**src/design/apcat_pkg.sv**
```systemverilog
// apcat_pkg: shared types and constants for the access point client association table
`default_nettype none
package apcat_pkg;

  localparam int AP_ENTRIES_DEF = 64;
  localparam int CPA_DEF        = 16;
  localparam int ADDR_W         = 48;
  localparam int SLOT_W         = 6;
  localparam int TOTAL_W        = 7;
  localparam int CTOT_W         = 5;

  localparam logic KIND_OBSERVE = 1'b0;
  localparam logic KIND_CLEAR   = 1'b1;

  typedef struct packed {
    logic              kind;
    logic [ADDR_W-1:0] bssid;
    logic              client_present;
    logic [ADDR_W-1:0] client_mac;
  } in_word_t;

  typedef struct packed {
    logic [SLOT_W-1:0]  ap_slot;
    logic               ap_added;
    logic               client_added;
    logic               ap_table_full;
    logic               client_list_full;
    logic [TOTAL_W-1:0] ap_total;
    logic [CTOT_W-1:0]  client_total;
  } out_word_t;

  typedef enum logic [2:0] {
    ST_IDLE,
    ST_DECODE,
    ST_AP_SCAN,
    ST_AP_DONE,
    ST_CNT_LOAD,
    ST_CL_SCAN,
    ST_CL_DONE,
    ST_RESULT
  } state_t;

  typedef struct packed {
    logic load;
    logic scan_en;
    logic scan_cl;
    logic ap_resolve;
    logic n_load;
    logic cl_resolve;
  } cmd_t;

  typedef struct packed {
    logic kind;
    logic found;
    logic ap_space;
    logic present;
    logic scan_done;
  } sts_t;

endpackage
`default_nettype wire

```
**src/design/apcat_ctrl.sv**
```systemverilog
// apcat_ctrl: sequencing state machine for lookup, insert and result
`default_nettype none
module apcat_ctrl
  import apcat_pkg::*;
(
  input  wire logic clk,
  input  wire logic rst_n,
  input  wire logic start,
  input  wire sts_t sts,
  output cmd_t      cmd,
  output logic      busy,
  output logic      out_valid
);

  state_t state_r;
  state_t state_nxt;

  always_ff @(posedge clk) begin
    if (!rst_n) begin
      state_r <= ST_IDLE;
    end else begin
      state_r <= state_nxt;
    end
  end

  always_comb begin
    state_nxt = state_r;
    case (state_r)
      ST_IDLE: begin
        if (start) begin
          state_nxt = ST_DECODE;
        end
      end
      ST_DECODE: begin
        if (sts.kind == KIND_CLEAR) begin
          state_nxt = ST_RESULT;
        end else begin
          state_nxt = ST_AP_SCAN;
        end
      end
      ST_AP_SCAN: begin
        if (sts.scan_done) begin
          state_nxt = ST_AP_DONE;
        end
      end
      ST_AP_DONE: begin
        if (sts.found) begin
          state_nxt = ST_CNT_LOAD;
        end else if (sts.ap_space && sts.present) begin
          state_nxt = ST_CL_SCAN;
        end else begin
          state_nxt = ST_RESULT;
        end
      end
      ST_CNT_LOAD: begin
        if (sts.present) begin
          state_nxt = ST_CL_SCAN;
        end else begin
          state_nxt = ST_RESULT;
        end
      end
      ST_CL_SCAN: begin
        if (sts.scan_done) begin
          state_nxt = ST_CL_DONE;
        end
      end
      ST_CL_DONE: state_nxt = ST_RESULT;
      ST_RESULT:  state_nxt = ST_IDLE;
      default:    state_nxt = ST_IDLE;
    endcase
  end

  always_comb begin
    cmd       = '0;
    busy      = 1'b1;
    out_valid = 1'b0;
    case (state_r)
      ST_IDLE: begin
        busy     = 1'b0;
        cmd.load = start;
      end
      ST_DECODE:   ;
      ST_AP_SCAN:  cmd.scan_en = 1'b1;
      ST_AP_DONE:  cmd.ap_resolve = 1'b1;
      ST_CNT_LOAD: cmd.n_load = 1'b1;
      ST_CL_SCAN: begin
        cmd.scan_en = 1'b1;
        cmd.scan_cl = 1'b1;
      end
      ST_CL_DONE:  cmd.cl_resolve = 1'b1;
      ST_RESULT:   out_valid = 1'b1;
      default:     busy = 1'b1;
    endcase
  end

`ifndef SYNTH
  a_strobe_single: assert property (@(posedge clk) disable iff (!rst_n)
    out_valid |=> !out_valid)
    else $error("result strobe held longer than one cycle");
  a_accept_busy: assert property (@(posedge clk) disable iff (!rst_n)
    (start && !busy) |=> busy)
    else $error("block not busy after accepting a word");
`endif

endmodule
`default_nettype wire

```
**config.mk**
```make
export PLATFORM = sky130hd
export DESIGN_NAME = apcat_ctrl
export DESIGN_NICKNAME = d
export VERILOG_FILES = /design/src/design/apcat_pkg.sv /design/src/design/apcat_ctrl.sv
export SDC_FILE = /design/constraint.sdc
export NUM_CORES = 1
export LEC_CHECK = 0
export ABC_AREA = 0
export BUFFER_PORTS_ARGS = -buffer_cell sky130_fd_sc_hd__buf_2
export CORE_AREA = 2 2 39 41
export CTS_CLUSTER_DIAMETER = 80
export CTS_CLUSTER_SIZE = 24
export DETAILED_ROUTE_END_ITERATION = 12
export DIE_AREA = 0 0 41 43
export HOLD_SLACK_MARGIN = 0.12
export SLEW_MARGIN = 30
export SYNTH_ARGS = -nofsm -noshare
export SYNTH_HDL_FRONTEND = slang
export SYNTH_SLANG_ARGS = --single-unit
```
**constraint.sdc**
```tcl
create_clock -name clk -period 1.5 [get_ports clk]
set_input_delay 0.075 -clock clk [delete_from_list [all_inputs] [get_ports clk]]
set_output_delay 0.075 -clock clk [all_outputs]
set_load 0.005 [all_outputs]
```
==> flow_metrics.py <==
metrics = {
    "run_status": {
        "run_status": "finished clean",
    },
    "setup_path": {
        "cp.required_ns": 1.42,
        "cp.arrival_ns": 1.25,
        "crit_start": "state_r[2]$_SDFFE_PN0P_",
        "path_class": "reg2out",
        "startpoint_type": "flop",
        "cp_max_fo": 14,
        "cp-end-kind": "output port",
        "r2r-start": "state_r[2]$_SDFFE_PN0P_",
    },
    "global_routing": {
        "grtUsageTotal_pct": 8.325,
        "antenna_found_initial": 0,
        "grt_max_degree": 15,
        "grt_pass1_wl_um": 1007,
        "overflow": 0,
        "grt_pass1_vias": 249,
    },
    "clocking": {
        "cts_setup_buffers": 0,
        "cts_root_buffer": "clkbuf_4",
        "clockBufferDepth": 2,
        "clock-sinks": 3,
        "clkLatencyLatePin_ns": 0.23,
        "cts_tree": "done",
        "cts.reportedPaths.clkPinSlew_ns": 0.04,
        "numCtsBuffers": 3,
        "ctsHoldBuffers": 1,
        "cts-resized-gates": 0,
        "cts-htree-levels": 1,
    },
    "pwr": {
        "vdd_drop_max_mv": 0.2509,
        "seq_power_share_pct": 32.2,
        "power.density_nw_per_um2": 1068,
        "p_clk_share_pct": 36.3,
        "cellInternalPower_mw": 0.2673,
        "p_sw_mw": 0.1324,
        "leakagePower_nw": 0.1959,
        "switching_share_pct": 33.11,
        "p_comb_share_pct": 31.6,
    },
    "sta": {
        "slew_violations": 0,
        "fin_crit_sh_pct": 88.63,
        "setup_viol": 0,
        "min_period_ns": 1.330,
        "rsz0062_at_grt": "false",
        "relSlewSlack_pct": 71.48,
        "max_freq_mhz": 752.2,
        "fin_worst_skew_ns": 0.0004897,
        "tns_ns": 0,
        "hold_viol_final": 0,
        "worst_slew_pin_slew_ns": 0.4273,
    },
    "placed_design": {
        "dp_hpwl_um": 486.2,
        "place.gp.congestion": 0.7497,
        "place.port_buffers": 15,
        "dp_cells": 62,
    },
    "route": {
        "met2_length_um": 321,
        "routed_wl_um": 639,
        "viasPerCell": 4.388,
        "num_vias": 294,
        "ant_nets": 0,
        "dr.pass1.iters": 2,
        "drt_iter0_drc": 3,
        "wl_met1_um": 272,
        "wl_met3_um": 45,
        "wire_per_inst_um": 9.537,
        "highest_layer": "met3",
        "drc": 0,
    },
    "finish": {
        "stdcell_count": 67,
        "layout.nets": 60,
        "regMostFlops": "state_r",
        "antennaDiodeCount": 0,
        "largest_register_ffs": 3,
        "reg_top3": "state_r: 3 flops",
        "nFillCells": 165,
        "area_growth_pct": 43.06,
        "finish.utilization_pct": 27.03,
        "drive_gt1_share_pct": 47.06,
    },
    "synthesis": {
        "ys_warn_count": 0,
        "netlist_instances": 33,
        "synth_cell_types": 21,
        "ys_async_sr_fraction_pct": 0,
        "synthTopCellsByArea": "dfxtp_1 23%, buf_4 5.7%, mux2_4 5.7%",
        "synth_top_area_share_pct": 22.97,
        "synth_ff_type": "dfxtp_1",
        "syn_avg_cell_area_um2": 7.924,
        "syn_nets": 41,
        "yosysSeqAreaShare_pct": 22.97,
        "yosys.area.top_type": "dfxtp_1",
        "netlist_area_um2": 261.5,
        "ys_seq_elements": 3,
        "synth-edff-count": 0,
    },
    "floorplanning": {
        "start_util_pct": 18.90,
        "die_x_um": 41,
        "core_area_um2": 1384,
        "dieArea_um2": 1763,
        "num_rows": 14,
        "chipHeight_um": 43,
        "ios": 16,
    },
    "worst_hold_path": {
        "hp-class": "in2reg",
        "worstHoldStart": "sts[3]",
    },
    "job": {
        "drv_cap": 0,
    },
}
==> area by class of cell <==
cell class	instances	area, um2	area share (%)
Multi-Input combinational cell	27	175.2	46.82
Tap cell	16	20.02	5.351
Clock buffer	4	26.28	7.023
Sequential cell	3	60.06	16.05
Timing Repair Buffer	17	92.59	24.75
==> cells in the mapped netlist (2+ instances only) <==
master   instances
nand2_1          4
nor2_1           4
dfxtp_1          3
buf_4            2
nor2_2           2
nor3_1           2
nor3b_1          2
==> per-layer routing <==
| layer | up-vias | GRT usage, % |
|---|---|---|
| li1 | 156 | - |
| met1 | 130 | 12.18 |
| met2 | 8 | 10.31 |
| met3 | 0 | 0 |
| met4 | 0 | 8.000 |
| met5 | - | 0 |
==> worst paths after layout <==
check,end,slack (ns),cells past startpoint
setup / recovery,cmd[4],0.17,4
hold / removal,state_r[0]$_SDFFE_PN0P_,0.13,4
setup reg to reg,state_r[0]$_SDFFE_PN0P_,0.33,3
hold reg to reg,state_r[0]$_SDFFE_PN0P_,0.62,1
==> per-stage QoR <==
| stage | power [mW] | cell area, um2 | setup slack, ns | hold slack (ns) |
|---|---|---|---|---|
| 6_report | 0.3997 | 374.1 | 0.1705 | 0.1335 |
| 5_1_grt | 0.4294 | 374.1 | 0.01778 | 0.1467 |
| 4_1_cts | 0.4108 | 374.1 | 0.1452 | 0.1299 |
| 3_5_place_dp | 0.2560 | 337.8 | 0.3250 | 0.3440 |
| 3_3_place_gp | 0.2532 | 337.8 | 0.3876 | 0.3421 |
| 2_1_floorplan | 0.2195 | 261.5 | 0.4766 | 0.1935 |
==> placed cells by master, fill, tap and decap left out <==
master         count
buf_2             15
nand2_1            4
nor2_1             4
clkbuf_4           3
dfxtp_1            3
nor2_2             2
nor3b_1            2
nor3_1             2
and3b_1            1
and3_2             1
or3_1              1
nor4b_1            1
a21o_1             1
a211o_1            1
mux2_4             1
o31ai_2            1
a31oi_1            1
o21a_1             1
a21oi_1            1
nor2b_1            1
o31ai_1            1
clkbuf_1           1
dlygate4sd3_1      1
buf_4              1
==> power by group through the flow <==
stage          Clock, mW  Combinational (mW)  Sequential, mW
2_1_floorplan          0               0.113           0.107
3_3_place_gp           0               0.124           0.129
3_5_place_dp           0               0.125           0.131
4_1_cts            0.154               0.128           0.129
5_1_grt            0.156               0.139           0.135
6_report           0.145               0.126           0.129
==> critical path, cell delays in order, from the launching register on <==
cell	delay, ns
dfxtp_1	0.57
nand2_1	0.14
nor2_2	0.12
a21o_1	0.09
buf_2	0.10
==> kinds of logic after synthesis <==
logic type	count (synthesis)	share of synthesized area (%)
buffers and inverters	3	10.05
DFF	3	22.97
muxes	1	5.740
AOI/OAI and AO/OA	7	21.06
and+or+nand+nor	19	40.19
Power figures use the tool's default switching activity.
